<file path="config.mk">
export PLATFORM = sky130hd
export DESIGN_NAME = voice_pitch_volume_effects
export DESIGN_NICKNAME = d
export VERILOG_FILES = /design/src/design/vpve_pkg.sv /design/src/design/vpve_voice_file.sv /design/src/design/vpve_effect_alu.sv /design/src/design/voice_pitch_volume_effects.sv
export SDC_FILE = /design/constraint.sdc
export NUM_CORES = 1
export LEC_CHECK = 0
export BUFFER_PORTS_ARGS = -buffer_cell sky130_fd_sc_hd__buf_2
export CELL_PAD_IN_SITES_DETAIL_PLACEMENT = 1
export CELL_PAD_IN_SITES_GLOBAL_PLACEMENT = 2
export CORE_UTILIZATION = 43
export DETAILED_ROUTE_END_ITERATION = 8
export PLACE_DENSITY_LB_ADDON = 0.1
export RECOVER_POWER = 100
export SLEW_MARGIN = 20
export SYNTH_ARGS = -nofsm -noshare
export SYNTH_HDL_FRONTEND = slang
export SYNTH_SLANG_ARGS = --single-unit
</file>
<file path="constraint.sdc">
create_clock -name clk_i -period 16.6 [get_ports clk_i]
set_input_delay 3.32 -clock clk_i [delete_from_list [all_inputs] [get_ports clk_i]]
set_output_delay 3.32 -clock clk_i [all_outputs]
set_load 0.005 [all_outputs]
</file>
<file path="src/design/vpve_pkg.sv">
// Package with the shared types, codes and constants of the voice effect unit.
package vpve_pkg;

  // Number of voices held in the voice file.
  localparam int VOICES = 4;

  // Field widths of the command and result items.
  localparam int OpW     = 2;
  localparam int SelW    = 2;
  localparam int PeriodW = 16;
  localparam int KindW   = 4;
  localparam int StepW   = 8;
  localparam int VolInW  = 8;
  localparam int VolW    = 7;

  // Period and volume limits.
  localparam logic [PeriodW-1:0] PeriodMin = 16'h0071;
  localparam logic [PeriodW-1:0] PeriodMax = 16'h0357;
  localparam logic [VolW-1:0]    VolumeMax = 7'h40;

  // Command codes.
  typedef enum logic [OpW-1:0] {
    OP_TICK   = 2'd0,
    OP_LOAD   = 2'd1,
    OP_PERIOD = 2'd2,
    OP_VOLUME = 2'd3
  } op_e;

  // Effect kinds; every kind here but KindNone does something on a tick.
  localparam logic [KindW-1:0] KindNone      = 4'd0;
  localparam logic [KindW-1:0] KindSlideDown = 4'd1;
  localparam logic [KindW-1:0] KindSlideUp   = 4'd2;
  localparam logic [KindW-1:0] KindPorta     = 4'd3;
  localparam logic [KindW-1:0] KindVolA      = 4'd5;
  localparam logic [KindW-1:0] KindVolB      = 4'd6;
  localparam logic [KindW-1:0] KindVolC      = 4'd10;

  // One accepted command.
  typedef struct packed {
    op_e                opcode;
    logic [SelW-1:0]    voice_sel;
    logic [PeriodW-1:0] target_period;
    logic [KindW-1:0]   effect_kind;
    logic [StepW-1:0]   step_byte;
    logic [PeriodW-1:0] period_in;
    logic [VolInW-1:0]  volume_in;
  } item_t;

  // State of one voice.
  typedef struct packed {
    logic [PeriodW-1:0] period;
    logic [PeriodW-1:0] target;
    logic [KindW-1:0]   kind;
    logic [StepW-1:0]   step;
    logic [VolW-1:0]    volume;
  } voice_t;

  // Write request from the effect logic to the voice file.
  typedef struct packed {
    logic            en;
    logic [SelW-1:0] idx;
    voice_t          data;
  } voice_wr_t;

endpackage

</file>
<file path="src/design/vpve_voice_file.sv">
// Register file that holds the state of every voice.
module vpve_voice_file
  import vpve_pkg::*;
(
  input  logic            clk_i,
  input  logic            rst_ni,
  input  voice_wr_t       wr_i,
  input  logic [SelW-1:0] rd_idx_i,
  output voice_t          rd_data_o
);

  voice_t voice_q [VOICES];

  // Voice entries clear to zero at reset and take one write per cycle.
  always_ff @(posedge clk_i or negedge rst_ni) begin
    if (!rst_ni) begin
      for (int i = 0; i < VOICES; i++) begin
        voice_q[i] <= '0;
      end
    end else if (wr_i.en) begin
      voice_q[wr_i.idx] <= wr_i.data;
    end
  end

  // The read index is only used when it is in range.
  assign rd_data_o = voice_q[rd_idx_i];

endmodule

</file>
<file path="src/design/vpve_effect_alu.sv">
// Combinational update of one voice for one command.
module vpve_effect_alu
  import vpve_pkg::*;
(
  input  item_t  item_i,
  input  voice_t voice_i,
  output voice_t voice_o
);

  logic [PeriodW-1:0] step_ext;
  logic [PeriodW-1:0] down_p;
  logic [PeriodW-1:0] down_chk;
  logic [PeriodW-1:0] up_p;
  logic [PeriodW-1:0] up_chk;
  logic [PeriodW-1:0] porta_diff;
  logic               porta_hit;
  logic               vol_down;
  logic [VolW:0]      vol_sum;
  logic [VolW-1:0]    vol_tick;

  // Sign-extended step and the period candidates of the slide effects.
  always_comb begin
    step_ext   = {{(PeriodW-StepW){voice_i.step[StepW-1]}}, voice_i.step};
    down_p     = voice_i.period - step_ext;
    down_chk   = down_p - PeriodMin;
    up_p       = voice_i.period + step_ext;
    up_chk     = up_p - PeriodMax;
    porta_diff = up_p - voice_i.target;
    porta_hit  = voice_i.step[StepW-1] ? porta_diff[PeriodW-1] : !porta_diff[PeriodW-1];
  end

  // Volume slide: zero high nibble slides down, otherwise up with a cap.
  // A negative step gives a huge upward step, so the volume goes to the cap.
  always_comb begin
    vol_down = !voice_i.step[StepW-1] && (voice_i.step[StepW-2:4] == '0);
    vol_sum  = {1'b0, voice_i.volume} + {{(VolW-2){1'b0}}, voice_i.step[StepW-2:4]};
    if (vol_down) begin
      if ({3'b0, voice_i.step[3:0]} > voice_i.volume) begin
        vol_tick = '0;
      end else begin
        vol_tick = voice_i.volume - {3'b0, voice_i.step[3:0]};
      end
    end else if (voice_i.step[StepW-1] || (vol_sum > {1'b0, VolumeMax})) begin
      vol_tick = VolumeMax;
    end else begin
      vol_tick = vol_sum[VolW-1:0];
    end
  end

  // Next voice state per command.
  always_comb begin
    voice_o = voice_i;
    case (item_i.opcode)
      OP_TICK: begin
        case (voice_i.kind)
          KindSlideDown: begin
            if (down_chk[PeriodW-1]) begin
              voice_o.period = PeriodMin;
              voice_o.target = '0;
              voice_o.kind   = KindNone;
              voice_o.step   = '0;
            end else begin
              voice_o.period = down_p;
            end
          end
          KindSlideUp: begin
            if (!up_chk[PeriodW-1]) begin
              voice_o.period = PeriodMax;
              voice_o.target = '0;
              voice_o.kind   = KindNone;
              voice_o.step   = '0;
            end else begin
              voice_o.period = up_p;
            end
          end
          KindPorta: begin
            voice_o.period = porta_hit ? voice_i.target : up_p;
          end
          KindVolA, KindVolB, KindVolC: begin
            voice_o.volume = vol_tick;
          end
          default: begin
            voice_o = voice_i;
          end
        endcase
      end
      OP_LOAD: begin
        voice_o.target = item_i.target_period;
        voice_o.kind   = item_i.effect_kind;
        voice_o.step   = item_i.step_byte;
      end
      OP_PERIOD: begin
        if (item_i.period_in < PeriodMin) begin
          voice_o.period = PeriodMin;
        end else if (item_i.period_in > PeriodMax) begin
          voice_o.period = PeriodMax;
        end else begin
          voice_o.period = item_i.period_in;
        end
      end
      OP_VOLUME: begin
        if (item_i.volume_in > {1'b0, VolumeMax}) begin
          voice_o.volume = '0;
        end else begin
          voice_o.volume = item_i.volume_in[VolW-1:0];
        end
      end
      default: begin
        voice_o = voice_i;
      end
    endcase
  end

endmodule

</file>
<file path="src/design/voice_pitch_volume_effects.sv">
// Top level of the four-voice tracker effect unit.
//
//  Channel   Ports                                         Transfer
//  --------  --------------------------------------------  -------------------------
//  command   start, busy, opcode_i, voice_sel_i,           edge with start & !busy
//            target_period_i, effect_kind_i, step_byte_i,
//            period_in_i, volume_in_i
//  result    done_o, period_out_o, volume_out_o,           edge ending the done_o cycle
//            effect_active_o
//
// One command is taken in every cycle; busy stays low.
// A command taken at one edge passes through the command register, then through
// the effect logic into the result register.
// The voice file is written at the same edge as the result register, so a
// command that follows at once sees the updated voice.
// Reset clears all voices and both valid flags; the receiver cannot stall.
module voice_pitch_volume_effects
  import vpve_pkg::*;
(
  input  logic                     clk_i,
  input  logic                     rst_ni,
  input  logic                     start,
  output logic                     busy,
  input  logic [OpW-1:0]           opcode_i,
  input  logic [SelW-1:0]          voice_sel_i,
  input  logic [PeriodW-1:0]       target_period_i,
  input  logic [KindW-1:0]         effect_kind_i,
  input  logic signed [StepW-1:0]  step_byte_i,
  input  logic [PeriodW-1:0]       period_in_i,
  input  logic [VolInW-1:0]        volume_in_i,
  output logic                     done_o,
  output logic [PeriodW-1:0]       period_out_o,
  output logic [VolW-1:0]          volume_out_o,
  output logic                     effect_active_o
);

  logic       cmd_valid_q;
  item_t      cmd_q;
  logic       done_q;
  voice_t     res_q;
  logic       hit;
  voice_t     voice_rd;
  voice_t     voice_nx;
  voice_wr_t  wr;

  assign busy = 1'b0;

  // Command register valid flag.
  always_ff @(posedge clk_i or negedge rst_ni) begin
    if (!rst_ni) begin
      cmd_valid_q <= 1'b0;
    end else begin
      cmd_valid_q <= start && !busy;
    end
  end

  // Command register payload.
  always_ff @(posedge clk_i) begin
    if (start && !busy) begin
      cmd_q.opcode        <= op_e'(opcode_i);
      cmd_q.voice_sel     <= voice_sel_i;
      cmd_q.target_period <= target_period_i;
      cmd_q.effect_kind   <= effect_kind_i;
      cmd_q.step_byte     <= step_byte_i;
      cmd_q.period_in     <= period_in_i;
      cmd_q.volume_in     <= volume_in_i;
    end
  end

  // A voice number beyond the file leaves state alone and reports zeros.
  assign hit = (int'(cmd_q.voice_sel) < VOICES);

  vpve_voice_file u_voice_file (
    .clk_i     (clk_i),
    .rst_ni    (rst_ni),
    .wr_i      (wr),
    .rd_idx_i  (cmd_q.voice_sel),
    .rd_data_o (voice_rd)
  );

  vpve_effect_alu u_effect_alu (
    .item_i  (cmd_q),
    .voice_i (voice_rd),
    .voice_o (voice_nx)
  );

  // Write back the updated voice.
  always_comb begin
    wr.en   = cmd_valid_q && hit;
    wr.idx  = cmd_q.voice_sel;
    wr.data = voice_nx;
  end

  // Result strobe.
  always_ff @(posedge clk_i or negedge rst_ni) begin
    if (!rst_ni) begin
      done_q <= 1'b0;
    end else begin
      done_q <= cmd_valid_q;
    end
  end

  // Result payload.
  always_ff @(posedge clk_i) begin
    if (cmd_valid_q) begin
      res_q <= hit ? voice_nx : '0;
    end
  end

  assign done_o          = done_q;
  assign period_out_o    = res_q.period;
  assign volume_out_o    = res_q.volume;
  assign effect_active_o = (res_q.kind != KindNone);

endmodule

</file>
== Word-level counts from Yosys, hierarchy flattened ==
Cells that the tools add are included.
Operators by class
  bitwise operators: 1
  $add $sub $neg: 7
  order comparisons: 7
  reductions and logical operators: 9
  eq/ne operators: 9
  mux-type cells: 24
Operators by type and width (count)
  $bwmux W204: 1
  $mux W51: 3
  $pmux W28 S2: 2
  $bmux W51 S2: 1
  $demux W51 S2: 1
  $mux W16: 5
  $mux W28: 2
  $pmux W16 S3: 1
  $mux W7: 5
  $pmux W16 S2: 1
  $sub A16 B16 Y16: 2
  $add A16 B16 Y16: 1
  $gt A16 B10 Y1 const B: 1
  $gt A8 B7 Y1 const B: 2
  $lt A16 B7 Y1 const B: 1
  $sub A16 B10 Y16 const B: 1
  $sub A16 B7 Y16 const B: 1
  $pmux W7 S2: 1
  $add A7 B3 Y8: 1
  $eq A4 B2 Y1 const B: 2
  $eq A4 B3 Y1 const B: 2
  $gt A4 B7 Y1: 1
  $sub A7 B4 Y7: 1
  $eq A2 B2 Y1 const B: 2
  other kinds (14): 16
Word-level totals
  word-level logic and storage cells: 89
  flip-flop bits (word level): 289
  input bits: 59

== Depth between registers and ports, before layout ==
  depth after elaboration: 12
  depth in mapped cells: 29
  gate-level depth less buffers: 24

== Cells and area by module ==
From an unflattened synthesis, not the netlist that was laid out.
Unflattened totals
  cell total of the unflattened synthesis: 1232
  area total of the unflattened synthesis: 15701.3 µm²
Modules (own cells, without submodules)
  vpve_voice_file: times used 1, area an instance 8754.6 µm², cells an instance 495
  vpve_effect_alu: times used 1, area an instance 4212.8 µm², cells an instance 626
  voice_pitch_volume_effects: times used 1, area an instance 2733.9 µm², cells an instance 111

== Worst setup path before layout ==
Ideal clock, no wire load.
  path type: register -> register
  start: reg cmd_q[52] (netlist name)
  end: reg res_q (netlist bit period_out_o[9]) (data pin)
  arrival: 6.543 ns
  setup slack: 9.796 ns
  cell stages (with the launch flop): 30
  setup time: 0.261 ns
  clock period less this slack: 6.804 ns
  required time: 16.339 ns
  cell sequence: edfxtp_1 buf_6 buf_2 buf_2 buf_2 buf_2 buf_2 mux4_2 inv_1 ha_1 clkbuf_1 nor3_1 o21ai_0 a31oi_1 o21ai_0 a2111o_1 o211ai_1 inv_1 ha_1 nor3_1 o211ai_1 o21ai_0 a21oi_2 o311ai_2 a22oi_2 nor3_4 nor2_4 mux2_4 a31oi_2 inv_1
RTL lines
  start: declaration: RTL line voice_pitch_volume_effects.sv:38  | item_t cmd_q;
  end signal: assignment: RTL line voice_pitch_volume_effects.sv:106  | res_q <= hit ? voice_nx : '0;
  end: declaration: RTL line voice_pitch_volume_effects.sv:40  | voice_t res_q;

== Worst setup path in the final report ==
  start: reg cmd_q[53] (netlist name)
  end: reg u_voice_file.voice_q[113] (netlist name)
Between the ends
  cells in the longest elaborated chain, start to end: 10
  elaborated cells on any way between the ends: 20
  those cells by class: 4 x add/sub; 2 x order compare; 2 x eq/ne; 10 x mux; 1 x bitwise; 1 x reduce/logical
Ends and longest elaborated chain
  $not A2 Y3 (not written as such) *: RTL line vpve_voice_file.sv:21, vpve_voice_file.sv:26
  $bmux W51 S2: RTL line vpve_voice_file.sv:26  | assign rd_data_o = voice_q[rd_idx_i];
  $mux W51 (not written as such) (2 in series): RTL line vpve_voice_file.sv:26
  $add A16 B16 Y16 or $sub A16 B16 Y16 (tied branches): RTL line vpve_effect_alu.sv:26, vpve_effect_alu.sv:24
  $sub A16 B10 Y16 or $sub A16 B7 Y16 (tied branches): RTL line vpve_effect_alu.sv:27, vpve_effect_alu.sv:25
  $mux W28 (on tied branches): RTL line vpve_effect_alu.sv:67, vpve_effect_alu.sv:57
  $pmux W28 S2: RTL line vpve_effect_alu.sv:55  | case (voice_i.kind)
  $pmux W28 S2: RTL line vpve_effect_alu.sv:53  | case (item_i.opcode)
  $bwmux W204 *: RTL line vpve_voice_file.sv:21  | voice_q[wr_i.idx] <= wr_i.data;
  end signal: indexed assignment: RTL line vpve_voice_file.sv:21
  end: declaration: RTL line vpve_voice_file.sv:12  | voice_t voice_q [VOICES];
Mark *: on every way between the ends. The rest lies on a longest branch, timed or not. The select of a mux whose other input is x is not followed.
A chain may end at the register's enable or synchronous reset.

==> run_results.csv <==
group,metric,value,unit
logic_synthesis,syn_avg_cell_area,9.76,sq um
worst_setup_path,max_stage_delay,1.68,ns
clock_tree,cts_resized,0,
placed_design,gp_congestion,0.912,
die,coreArea,36700,sq um
grt,grt_max_degree,96,
worst_setup_path,cp_common_cell,"clkbuf_1",
die,die_h,196,microns
logic_synthesis,yosysTopAreaCellShare,32.0,%
worst_setup_path,critPathBufInv,4,
die,initial_utilization,43.9,%
sta,rsz0062_at_grt,"false",
detailed_routing,ant_nets,0,
logic_synthesis,synth_adder_area_share,4.77,%
sta,setup_tns,0,ns
worst_setup_path,endpoint_kind,"flop",
worst_setup_path,crit_slowest_cell,"clkbuf_1",
worst_hold_path,hold_depth,2,
logic_synthesis,async_flop_share,71.3,%
sta,setup_viol,0,
grt,grt_pass1_wl,81600,microns
die,die_w,196,microns
logic_synthesis,syn_inst,1651,
grt,overflow,0,
clock_tree,cts_num_sinks,289,
worst_setup_path,start_kind,"flop",
die,dieArea,38200,sq um
logic_synthesis,synth_fp_nets,1769,
detailed_routing,via_count,13007,
sta,hold_viol_final,0,
clock_tree,cts_hold_buf,0,
finish,fillCellCount,4134,
sta,fmax,0.0918,GHz
clock_tree,cts_tree,"done",
detailed_routing,first_pass_iters,5,
clock_tree,clk-insertion-delay-late,0.55,ns
worst_setup_path,worst_ep_required_time,17.00,ns
clock_tree,post_cts_buffers,0,
die,rows,70,
worst_setup_path,crit_chain,"clkbuf_1, clkbuf_1, mux4_2, inv_1, ha_1, nor2b_1, o21ai_0, a311oi_1, o32ai_1, mux2_1, nand2_1, xnor2_1, ha_1, nor2_1, o21a_1, clkbuf_1, a22oi_1, o21ai_0",
power,vdd_drop_max,0.0000872,V
logic_synthesis,synth_area,16100,sq um
placed_design,dp_hpwl,36500,microns
sta,layout_min_cycle_time,10.90,ns
logic_synthesis,synth-compound-area-share,18.6,%
logic_synthesis,ys_seq_area_share,47.5,%
worst_setup_path,arrival,11.30,ns
detailed_routing,drtIter0Drc,849,
sta,fin_ws,5.70,ns
logic_synthesis,synth_common_cells,"nand2_1, o21ai_0, dfrtp_1, nor2_1, edfxtp_1",
placed_design,place_ws,9.15,ns
grt,track_usage,28.0,%
detailed_routing,wl,52000,microns
logic_synthesis,yosysMostFrequentCell,"nand2_1",
logic_synthesis,muxShareOfSynthArea,7.60,%
worst_setup_path,crit_cells,18,
sta,tightest_slew,4.33,ns
outcome,outcome,"finished, violations left",
sta,fin_skew,0.0240,ns
logic_synthesis,ys_top_cells_by_area,"dfrtp_1, edfxtp_1, o21ai_0",
worst_setup_path,critPathKind,"flop to flop",
finish,diodes,0,
detailed_routing,route.detailed.drc,0,
logic_synthesis,yosys.area_share.simple,14.6,%
logic_synthesis,synthFlopType,"dfrtp_1",
clock_tree,htree_levels,2,
die,pin_count,85,
grt,grt_pass1_vias,13609,
finish,finalNetCount,1792,
worst_setup_path,path_delay_family,"buffers and inverters",
worst_hold_path,hp-class,"flop to flop",
worst_setup_path,reg2reg_depth,18,
job,max-cap-violations,11,
logic_synthesis,synth_edf_count,83,
power,pwr_density_cell,210,nW/um^2
logic_synthesis,synthXorXnorAreaFrac,1.69,%
placed_design,port_buffers,83,
detailed_routing,vias_per_cell,6.01,
sta,max_slew_margin,-189,%
clock_tree,numCtsBuffers,34,
logic_synthesis,ys_ff_latch,289,
logic_synthesis,synth.distinct_cells,88,
clock_tree,ctsRootBufferMaster,"clkbuf_16",
clock_tree,clockBufferDepth,3,
finish,final_area,17600,sq um
detailed_routing,detail_route.wl_per_cell,24.0,microns
logic_synthesis,synth_largest_area_cell,"dfrtp_1",
logic_synthesis,synth_top_family_by_area,"compound AO/OA/AOI/OAI gates",
grt,antenna_found_initial,0,
finish,drive_gt1_share,11.5,%
outcome,violations,"max-capacitance violations, max-slew violations",
placed_design,place_area,16800,sq um
sta,period_share,65.6,%
sta,finalMaxSlewViolations,590,
worst_setup_path,critPathMaxFanout,33,
clock_tree,clk_pin_slew,0.06,ns
finish,area_delta_synth_final,9.28,%
logic_synthesis,yosysWarnings,0,
power,leakage,7.50,nW
[cells by family (layout without fill, tap and decap cells)]
group | after synthesis | after routing
buffers and inverters | 194 | 241
AND/OR/NAND/NOR | 540 | 540
adder cells (fa/ha/maj) | 59 | 59
multiplexers | 60 | 60
XOR/XNOR | 31 | 31
flip-flops | 289 | 289
AO/OA/AOI/OAI | 477 | 477
other | 1 | 1
[final cells by class]
| cell class | count | area [sq um] | share of cell area [%] |
|---|---|---|---|
| clock inverter | 9 | 72.6 | 0.412 |
| timing repair buffer | 108 | 546 | 3.10 |
| tap | 468 | 586 | 3.33 |
| inverter | 73 | 274 | 1.56 |
| sequential | 289 | 7650 | 43.5 |
| clock buffer | 51 | 955 | 5.42 |
| multi-input combinational | 1168 | 7520 | 42.7 |
[per-stage QoR]
| step | power (mW) | instances | hold WS [ns] | utilization [%] |
|---|---|---|---|---|
| floorplan | 2.40 | 1651 | 0.441 | - |
| global placement | 2.96 | 2106 | 0.456 | 45.6 |
| detailed placement | 3.00 | 2106 | 0.467 | 45.6 |
| CTS | 3.72 | 2166 | 0.481 | 48.4 |
| global route | 3.94 | 2166 | 0.499 | 48.0 |
| finish | 3.70 | 2166 | 0.475 | 48.0 |
[worst reg2reg max path, delay by kind of cell (launching register included)]
family | cells | cell delay (ns)
DFF | 1 | 0.33
and+or+nand+nor | 3 | 1.49
xor gates and xnor gates | 1 | 0.23
AOI/OAI and AO/OA | 6 | 2.32
adders and majority gates | 2 | 0.84
buffers and inverters | 4 | 4.48
muxes | 2 | 1.05
[power by group]
group          internal, mW  switching, mW
registers             0.953          0.112
logic                 0.653           1.27
clock network         0.401          0.302
[cells in the final DEF, fill, tap and decap left out, drive strengths merged, types with 11 or more instances in the layout]
master    n
a21o     15
edfxtp   83
a31oi    13
a22oi    33
a21oi    53
nand3    25
nor3     29
dfrtp   206
o21ai   244
mux4     49
nand2   294
inv      72
ha       55
clkbuf   75
o211ai   17
nor2    117
a211oi   15
and3     11
xnor2    22
buf      84
nand2b   13
[worst paths after layout]
kind                                                from                         to  slack [ns]
min in group asynchronous                         rst_ni   u_voice_file.voice_q[91]        4.05
worst min-delay path            u_voice_file.voice_q[86]   u_voice_file.voice_q[86]        0.47
worst max register to register                 cmd_q[53]  u_voice_file.voice_q[113]        5.70
worst min register to register  u_voice_file.voice_q[86]   u_voice_file.voice_q[86]        0.47
worst max-delay path                           cmd_q[53]  u_voice_file.voice_q[113]        5.70
max in group asynchronous                         rst_ni  u_voice_file.voice_q[147]        7.12
[state kept, by name, summed over array words and instances, names as in the netlist]
| signal | cells |
|---|---|
| done_o | 1 |
| period_out_o | 16 |
| cmd_valid_q | 1 |
| u_voice_file.voice_q | 204 |
| cmd_q | 56 |
| volume_out_o | 7 |
| res_q | 4 |
[metal layers]
metal  vias to the layer above  global-route usage (%)  part of all wire (%)
met2                       354                    44.2                    45
met1                      6597                    40.2                    47
li1                       5960                       -                     -
met3                        96                    3.07                   4.2
met5                         -                       0                     0
met4                         0                    9.65                   3.2
Power figures use the tool's default switching activity.
